--- config.mk ---
export PLATFORM = sky130hd
export DESIGN_NAME = hmbf_divider
export DESIGN_NICKNAME = d
export VERILOG_FILES = /design/src/rtl/core/hmbf_pkg.sv /design/src/rtl/core/hmbf_divider.sv
export SDC_FILE = /design/constraint.sdc
export NUM_CORES = 1
export LEC_CHECK = 0
export BUFFER_PORTS_ARGS = -buffer_cell sky130_fd_sc_hd__buf_4
export CAP_MARGIN = 20
export CORE_MARGIN = 2
export CORE_UTILIZATION = 35
export CTS_CLUSTER_SIZE = 40
export DETAILED_ROUTE_END_ITERATION = 16
export PLACE_DENSITY = 0.54
export SETUP_SLACK_MARGIN = 0.2
export SYNTH_ARGS = -nofsm -noshare
export SYNTH_HDL_FRONTEND = slang
export SYNTH_SLANG_ARGS = --single-unit
--- constraint.sdc ---
create_clock -name clk -period 7.75 [get_ports clk]
set_input_delay 1.55 -clock clk [delete_from_list [all_inputs] [get_ports clk]]
set_output_delay 1.55 -clock clk [all_outputs]
set_load 0.05 [all_outputs]
--- src/rtl/core/hmbf_pkg.sv ---
// hmbf_pkg: shared widths and register codes for the hybrid median blend filter
// no dependencies; used by the line store, the divider and the top level
package hmbf_pkg;

	localparam int PIX_W = 16;
	localparam int DEN_W = 57;              // h*256 + k*(p-x)^2
	localparam int DVD_W = 58;              // 2*|n|*65536 + den, and 2*den
	localparam int Q_W   = 18;              // quotient bits kept before saturation
	localparam int CFG_IDX_W = 3;
	localparam int CFG_DAT_W = 24;

	localparam logic [CFG_IDX_W-1:0] CFG_WIDTH  = 3'd0;
	localparam logic [CFG_IDX_W-1:0] CFG_HEIGHT = 3'd1;
	localparam logic [CFG_IDX_W-1:0] CFG_SLICES = 3'd2;
	localparam logic [CFG_IDX_W-1:0] CFG_RADIUS = 3'd3;
	localparam logic [CFG_IDX_W-1:0] CFG_HGAIN  = 3'd4;
	localparam logic [CFG_IDX_W-1:0] CFG_KGAIN  = 3'd5;

	typedef logic [PIX_W-1:0] pix_t;

endpackage

--- src/rtl/core/hmbf_divider.sv ---
// hmbf_divider: restoring divider, one quotient bit per cycle
// depends on hmbf_pkg for widths; flags quotients that do not fit in Q_W bits
module hmbf_divider (
	input  logic                          clk,
	input  logic                          arst_n,
	input  logic                          start,
	input  logic [hmbf_pkg::DVD_W-1:0]    dividend,
	input  logic [hmbf_pkg::DVD_W-1:0]    divisor,
	output logic                          done,
	output logic [hmbf_pkg::Q_W-1:0]      quot,
	output logic                          ovf
);
	import hmbf_pkg::*;

	localparam int SH_W = DVD_W + Q_W;
	localparam int CNT_W = $clog2(Q_W + 1);

	logic             busy_q;
	logic             done_q;
	logic [CNT_W-1:0] cnt_q;
	logic [DVD_W-1:0] rem_q;
	logic [SH_W-1:0]  dsh_q;
	logic [Q_W-1:0]   quot_q;
	logic             ovf_q;
	logic             fits;

	// trial subtract of the shifted divisor
	assign fits = SH_W'(rem_q) >= dsh_q;

	always_ff @(posedge clk or negedge arst_n) begin
		if (!arst_n) begin
			busy_q <= 1'b0;
			done_q <= 1'b0;
			cnt_q  <= '0;
		end else begin
			done_q <= 1'b0;
			if (start) begin
				busy_q <= 1'b1;
				cnt_q  <= CNT_W'(Q_W);
			end else if (busy_q) begin
				cnt_q <= cnt_q - CNT_W'(1);
				if (cnt_q == CNT_W'(1)) begin
					busy_q <= 1'b0;
					done_q <= 1'b1;
				end
			end
		end
	end

	always_ff @(posedge clk) begin
		if (start) begin
			rem_q  <= dividend;
			dsh_q  <= SH_W'(divisor) << (Q_W - 1);
			ovf_q  <= SH_W'(dividend) >= (SH_W'(divisor) << Q_W);
			quot_q <= '0;
		end else if (busy_q) begin
			if (fits) begin
				rem_q <= DVD_W'(SH_W'(rem_q) - dsh_q);
			end
			quot_q <= {quot_q[Q_W-2:0], fits};
			dsh_q  <= dsh_q >> 1;
		end
	end

	assign done = done_q;
	assign quot = quot_q;
	assign ovf  = ovf_q;

endmodule
; Yosys cells after proc, flatten, opt, wreduce, memory -nomap -nowiden
; Index checks and enable logic that the tools add are counted.
[totals]
input_bits = 119
word_cells = 29
ff_bits = 159
[op_classes]
n_mux = 13
n_lt_le_gt_ge = 2
eq_ne = 1
addsub = 2
n_reduce_logical = 3
[ops]
columns = operator, n
row1 = 58-bit 2-to-1 mux, 3
row2 = 75-bit 2-to-1 mux, 2
row3 = 58-bit by 76-bit greater-or-equal comparator with 1-bit output, 1
row4 = 58-bit by 75-bit greater-or-equal comparator with 1-bit output, 1
row5 = 58-bit subtractor, 1
row6 = 5-bit 2-to-1 mux, 2
row7 = 1-bit 2-to-1 mux, 6
row8 = "5-bit by 1-bit equality test with 1-bit output, second input constant", 1
row9 = "5-bit by 1-bit subtractor with 5-bit output, second input constant", 1
row10 = 2-bit nonzero test, 2
row11 = 2-bit AND reduction, 1

; Longest topological paths before layout
; Gate-level depths: netlist of the first run.
[depth]
ltp_word = 4
depth_mapped = 12
depth_no_buf = 12

; Least setup slack after synthesis of the first run
; OpenSTA, ideal clock, no wires.
[synth_path]
path_type = register to register
from = register rem_q[4]
to = register rem_q[0], enable pin
n_path_buf = 0
setup_time_ns = 0.554
arrival_ns = 6.209
setup_slack_ns = 0.987
path_stages_with_launch = 11
path_cell_list = edfxtp_1 -> ha_1 -> nand4_1 -> a21oi_1 -> o21ai_1 -> a311o_1 -> a21oi_2 -> o31ai_2 -> nor4_1 -> a211oi_1 -> o21ai_0
[synth_between]
elab_chain_cells = 3
[synth_rtl]
columns = element, line_no
row1 = start: declaration, hmbf_divider.sv:21  ; logic [DVD_W-1:0] rem_q;
row2 = start signal: assignment, hmbf_divider.sv:52  ; rem_q <= dividend;
row3 = start signal: assignment, hmbf_divider.sv:58  ; rem_q <= DVD_W'(SH_W'(rem_q) - dsh_q);
row4 = 58-bit by 75-bit greater-or-equal comparator with 1-bit output, hmbf_divider.sv:28  ; assign fits = SH_W'(rem_q) >= dsh_q;
row5 = 2-bit nonzero test (no line), n/a
row6 = 2-bit AND reduction (no line), n/a
; No other way between the ends.
; A chain may end at the register's enable or synchronous reset.

; Worst setup path after layout of the first run
[layout_path]
from = register dsh_q[4]
to = register rem_q[1], enable pin
[layout_between]
elab_chain_cells = 3
[layout_rtl]
columns = element, line_no
row1 = start: declaration, hmbf_divider.sv:22  ; logic [SH_W-1:0] dsh_q;
row2 = start signal: assignment, hmbf_divider.sv:53  ; dsh_q <= SH_W'(divisor) << (Q_W - 1);
row3 = start signal: assignment, hmbf_divider.sv:61  ; dsh_q <= dsh_q >> 1;
row4 = 58-bit by 75-bit greater-or-equal comparator with 1-bit output, hmbf_divider.sv:28
row5 = 2-bit nonzero test (no line), n/a
row6 = 2-bit AND reduction (no line), n/a
; No other way between the ends.

==> results.txt, run 1 <==
Outcome: complete, no violations
Final Critical Period: 3.964 ns
Vias in the first global route: 9448
Hold Path Class: flip-flop to flip-flop
Kind of critical path: flip-flop to flip-flop
Num CTS Buffers: 17
Worst-Margin Slew: 0.9891 ns
Internal: 1.887 mW
N_diodes: 0
Number of detailed-route iterations in the first pass: 5
CP max-delay cell: buf_4
#FFs+latches synth: 159
Pins Over Slew Limit: 0
Most frequent cell after synthesis: nand2_1
Ports: 139
Initial DRC Count: 734
Final Wtd Congestion: 0.8590
Share of cells above drive strength 1: 14.07%
Final Net Count: 1614
Die Wd: 183.3 µm
Final WL: 30.75 mm
Post-DP HPWL: 23.22 mm
Mapped cell area: 11250 µm²
Leak: 5.980 nW
Clk sinks: 159
FMAX: 0.2523 GHz
Worst EP arrival: 4.01 ns
# port buffers: 138
Crit path largest cell delay: 0.71 ns
Worst Skew: 0.01863 ns
Synth warn: 0
Initial antenna violation count: 0
Routed len/inst: 17.00 µm
RSZ-0062 raised after global routing: no
Root Driver: clkbuf_16
Final Cycle Share: 51.15%
Max Cap Viol: 0
Sw power: 1.029 mW
Dominant cell type by area after synthesis: edfxtp_1
Vias: 9485
DRC violations left: 0
CTS tree: built
Die area: 33580 µm²
Total gr overflow: 0
Die Height: 183.3 µm
Post-CTS setup buffer count: 0
Total GRT Usage: 18.40%
Post-synth EDFFs: 117
Clock network power share: 28.5%
TNS Setup: 0 ns
Worst-path clk slew: 0.06 ns
DR vias/cell: 5.243
Maximum vdd drop: 0.1358 mV
Synth top area share: 31.24%
CP endpoint kind: flip-flop
Starting density of the core: 35.55%
Syn-to-layout area delta: 17.42%
Main synth FF type: edfxtp_1
CP startpoint kind: flip-flop
CORE AREA: 31640 µm²
Synth area leaders: edfxtp_1, ha_1, nand2_1
Pwr dens: 220.8 nW/µm²
Mapped Nets: 1506
Pwr Total: 2.916 mW
Num rows: 65
Most frequent cells after synthesis: nand2_1, edfxtp_1, inv_1
Clock Tree Buf Depth: 2
Syn Inst Count: 1286
Maximum level of the CTS H-tree: 4
Mapped Avg Cell Area: 8.746 µm²
CP cell instances: inv_1, ha_1, nand4_1, a21oi_1, o21ai_1, a311o_1, a21oi_2, o31ai_2, nor4_1, a211oi_1, o21ai_4, buf_4
Pin count of the biggest net entering global routing: 107
CP required: 7.80 ns
Post-synth cell types: 69
Final hold vios: 0
ANT nets after route: 0
Asr flop ratio synth: 4.403%
Post-CTS Hold Fix Bufs: 0
First-pass GRT wire length: 49.13 mm
Endpoints failing setup: 0
Post-CTS sizing: 0
Seq/Total Area, Yosys: 39.03%
Clk_lat worst skew: 0.44 ns
Max_slew headroom: 33.45%
Filler cells: 3222
Flop pwr share: 36.5%
Sw frac: 35.29%
Combinational share of power: 34.9%
Worst Path Max Fanout: 58
==> critical path: cells and delay by family (launching register included) <==
| family | cells | cell delay [ns] |
|---|---|---|
| AO/OA/AOI/OAI | 7 | 1.59 |
| buffers and inverters | 2 | 0.76 |
| AND/OR/NAND/NOR | 2 | 0.50 |
| adder cells (fa/ha/maj) | 1 | 0.36 |
| flip-flops | 1 | 0.35 |
==> flip-flops by register name (all words and copies together) (netlist names) <==
name	flops
done	1
rem_q	58
cnt_q	5
dsh_q	75
busy_q	1
ovf	1
quot	18
==> cell type report <==
class | count | area [µm²] | area share, %
Sequential cell | 159 | 4393 | 33.26
Clock buffer | 18 | 429.2 | 3.250
Clock inverter | 14 | 133.9 | 1.014
Multi-Input combinational cell | 953 | 6207 | 47.00
Inverter | 116 | 435.4 | 3.297
Timing Repair Buffer | 147 | 1105 | 8.366
Tap cell | 402 | 503.0 | 3.809
==> per-stage QoR <==
step / cell area (µm²) / hold slack (ns) / setup slack (ns) / utilization [%] / std cells
2_1_floorplan: 11250 / 0.4647 / 0.9867 / - / 1286
3_3_place_gp: 12640 / 0.4850 / 2.993 / 39.95 / 1776
3_5_place_dp: 12640 / 0.4959 / 3.377 / 39.96 / 1777
4_1_cts: 13210 / 0.5126 / 3.825 / 41.74 / 1809
5_1_grt: 13210 / 0.5458 / 3.442 / 41.74 / 1809
6_report: 13210 / 0.5048 / 3.786 / 41.74 / 1809
==> path summary, 6_finish.rpt <==
path                            slack (ns)  endpoint  cells past startpoint      from
worst max-delay path                  3.79  rem_q[1]                     12  dsh_q[4]
max in group asynchronous             6.70    busy_q                      1    arst_n
min in group asynchronous             0.92      done                      1    arst_n
worst max register to register        3.79  rem_q[1]                     12  dsh_q[4]
worst min register to register        0.50  quot[17]                      2  quot[17]
worst min-delay path                  0.50  quot[17]                      2  quot[17]
==> layout by cell type, fill, tap and decap left out, drive strengths merged, types with 8 or more instances in the layout <==
cell type,netlist,layout
a22o,18,18
nor4,15,15
mux2i,34,34
o31ai,10,10
o21a,9,9
buf,9,147
a21oi,85,85
xor2,24,24
inv,115,120
nand4,34,34
nand2,191,191
ha,100,100
edfxtp,117,117
nor2b,10,10
dfxtp,35,35
a21o,47,47
nand3,16,16
nor2,84,84
nor3,15,15
nand2b,8,8
o21ai,137,137
clkbuf,49,18
xnor2,28,28
o21bai,11,11
==> layer usage <==
| layer | vias up | track usage (%) | routed length, µm |
|---|---|---|---|
| met2 | 202 | 29.42 | 13950 |
| li1 | 4819 | - | - |
| met4 | 0 | 4.608 | 395 |
| met1 | 4438 | 26.21 | 15150 |
| met5 | - | 0 | 0 |
| met3 | 26 | 2.542 | 1253 |
==> power groups by stage <==
stage	registers, mW	logic, mW	clock network, mW
after floorplan	1.07	0.738	0
after global placement	1.08	1.01	0
after detailed placement	1.08	1.01	0
after CTS	1.07	1.02	0.847
after global routing	1.07	1.14	0.877
final	1.07	1.02	0.832
==> cell families (layout without fill, tap and decap cells) <==
logic type | Yosys count | count (layout) | synth area share, %
AND/OR/NAND/NOR | 404 | 404 | 16.40
flip-flops | 159 | 159 | 39.03
buffers and inverters | 174 | 295 | 5.885
adder cells (fa/ha/maj) | 101 | 101 | 11.30
AO/OA/AOI/OAI | 359 | 359 | 19.98
XOR/XNOR | 52 | 52 | 4.049
multiplexers | 37 | 37 | 3.360
Power figures use the tool's default switching activity.
==> inputs of run 2 (changes only) <==
==> constraint.sdc (replaced) <==
create_clock -name clk -period 4.1 [get_ports clk]
set_input_delay 0.82 -clock clk [delete_from_list [all_inputs] [get_ports clk]]
set_output_delay 0.82 -clock clk [all_outputs]
set_load 0.05 [all_outputs]
==> run 2 against run 1 <==
  * Critical endpoint is now rem_q[40]
  * Clock skew is 0.0028 ns lower
  * Combinational power is 89% higher
  * Die area stayed put
  * Non-clock buffer count is 8 higher
  * First-iteration DRC count is 19% lower
  * Utilization is 0.29 points higher
  * Largest power group unchanged
==> results.txt, run 2 (same netlist as run 1, synthesis figures left out) <==
Clock Tree Buf Depth: 2 (unchanged)
Hold Path Class: input pin to async pin
Worst R2R Start: dsh_q[5]
Filler cells: 3195 (-0.84%)
Leak: 6.045 nW (+1.1%)
Final Net Count: 1622 (+0.50%)
Starting density of the core: 35.55% (unchanged)
Most common cell after layout, fill and taps aside: nand2_1
Maximum level of the CTS H-tree: 4 (unchanged)
Maximum vdd drop: 0.2966 mV (+120%)
Util after Layout: 42.03% (+0.29 points)
Combinational share of power: 34.8% (about the same)
Flop pwr share: 36.4% (about the same)
Num rows: 65 (unchanged)
R2R setup slack: 0.53 ns (-3.26 ns)
Sw power: 1.920 mW (+87%)
Die Wd: 183.3 µm (unchanged)
Reg-to-reg endpoint: rem_q[40]
Initial DRC Count: 591 (-19%)
Clk_lat worst skew: 0.43 ns (about the same)
RSZ-0062 raised after global routing: no
CP required: 4.18 ns (-3.62 ns)
CP startpoint kind: flip-flop
Worst Path Max Fanout: 24 (-59%)
DRC violations left: 0 (unchanged)
Post-DP HPWL: 23.63 mm (+1.7%)
Placed Area: 12720 µm² (+0.57%)
Inst Count DP: 1785 (+0.45%)
N_diodes: 0 (unchanged)
First-pass GRT wire length: 50.07 mm (+1.9%)
Kind of critical path: flip-flop to flip-flop
CP endpoint kind: flip-flop
Worst Skew: 0.01581 ns (-0.002819 ns)
Max_slew headroom: 43.26% (+9.8 points)
Final hold vios: 0 (unchanged)
Final Critical Period: 3.574 ns (-0.3903 ns)
TNS Setup: 0 ns (unchanged)
Sw frac: 34.67% (-0.62 points)
# port buffers: 138 (unchanged)
Design area: 13300 µm² (+0.69%)
Root Driver: clkbuf_16
Routed len/inst: 17.04 µm (+0.26%)
Layout Cells excl Fill: 1817 (+0.44%)
Endpoints failing setup: 0 (unchanged)
DR vias/cell: 5.334 (+1.7%)
Share of cells above drive strength 1: 14.56% (+0.49 points)
Number of detailed-route iterations in the first pass: 5 (unchanged)
Total gr overflow: 0 (unchanged)
CORE AREA: 31640 µm² (unchanged)
Final WL: 30.97 mm (+0.70%)
Pin count of the biggest net entering global routing: 90 (-16%)
Die area: 33580 µm² (unchanged)
Worst-path clk slew: 0.07 ns (about the same)
Max reg flops: 75 (unchanged)
Outcome: complete, no violations
Pwr dens: 416.5 nW/µm² (+89%)
Final Cycle Share: 87.16% (+36 points)
Vias in the first global route: 9538 (+0.95%)
ANT nets after route: 0 (unchanged)
Worst-Margin Slew: 0.8511 ns (-0.1380 ns)
Vias: 9691 (+2.2%)
Worst r2r path cells: 12 (unchanged)
Largest Register: dsh_q
Pins Over Slew Limit: 0 (unchanged)
Total GRT Usage: 18.68% (+0.29 points)
Initial antenna violation count: 0 (unchanged)
CTS tree: built
Pwr Total: 5.538 mW (+90%)
Syn-to-layout area delta: 18.23%
Die Height: 183.3 µm (unchanged)
Num CTS Buffers: 17 (unchanged)
FMAX: 0.2798 GHz (+11%)
Clk sinks: 159 (unchanged)
Max Cap Viol: 0 (unchanged)
Final Wtd Congestion: 0.8726 (+1.6%)
Internal: 3.618 mW (+92%)
Ports: 139 (unchanged)
Worst EP arrival: 3.65 ns (-0.36 ns)
Post-CTS setup buffer count: 0 (unchanged)
Commonest non-fill, non-tap cells in the layout: nand2_1, buf_4, edfxtp_1, inv_1, o21ai_0
Clock network power share: 28.8% (+0.3 points)
==> run 2: changes by cell type in the layout (fill, tap and decap cells not counted), moves of 2 or more <==
cell / delta
buf_4: +6
clkbuf_16: +2
clkbuf_8: +2
clkinv_2: -2
clkinvlp_4: -2
inv_4: +3
inv_8: -2
==> run 2: worst max-delay path, stage by stage (launching register included) <==
cell      delay [ns]
dfxtp_1         0.35
inv_1           0.05
ha_1            0.36
nand4_1         0.21
a21oi_1         0.27
o21ai_1         0.14
a311o_1         0.40
a21oi_2         0.27
o31ai_2         0.16
nor4_1          0.30
a211oi_1        0.15
o21ai_4         0.18
buf_4           0.38
==> run 2: worst max-delay path by stage <==
stage                       startpoint        end  slack, ns  depth (start not counted)
after global placement    dividend[43]        ovf      -0.11                          9
after global routing         dsh_q[18]  rem_q[40]       0.25                         12
after floorplan              rem_q[41]   rem_q[0]       0.55                         10
final                         dsh_q[5]  rem_q[40]       0.53                         12
after CTS                     dsh_q[5]  rem_q[42]       0.46                         12
after detailed placement  dividend[21]        ovf       0.37                         11
==> run 2: layout make-up <==
class                   instances  area [µm²]  area share [%]
clock buffers                  24       515.5           3.877
clock inverters                 8       62.56          0.4705
inverters                     116       435.4           3.274
multi-input cells             953        6207           46.68
flip-flops and latches        159        4393           33.04
well taps                     402       503.0           3.782
repair buffers                155        1181           8.882
==> run 2: per-stage QoR <==
stage / setup slack [ns] / hold WS [ns]
global placement: -0.1133 / 0.4842
global route: 0.2528 / 0.1790
CTS: 0.4586 / 0.1784
finish: 0.5262 / 0.1939
floorplan: 0.5451 / 0.4647
detailed placement: 0.3710 / 0.4962
==> run 2: what timing repair did <==
action / 4_1_cts / 5_1_grt
hold buffers: 0 / 0
endpoints found under the setup margin: 0 / 34
resized for setup: 0 / 1
hold endpoints to repair: 0 / 0
==> run 2: metal layers <==
metal	global-route usage, %	part of all wire (%)	vias up	wire, µm
met4	4.288	1.3	0	405
met5	0	0	-	0
met2	30.71	46	196	14360
met3	2.601	3.5	28	1087
li1	-	-	4834	-
met1	26.08	49	4633	15110
==> run 2: power by group through the flow <==
stage / clock (mW) / combinational [mW] / sequential, mW
6_report: 1.59 / 1.93 / 2.01
5_1_grt: 1.68 / 2.17 / 2.04
4_1_cts: 1.62 / 1.93 / 2.02
3_5_place_dp: 0 / 1.92 / 2.05
3_3_place_gp: 0 / 1.92 / 2.04
2_1_floorplan: 0 / 1.40 / 2.03
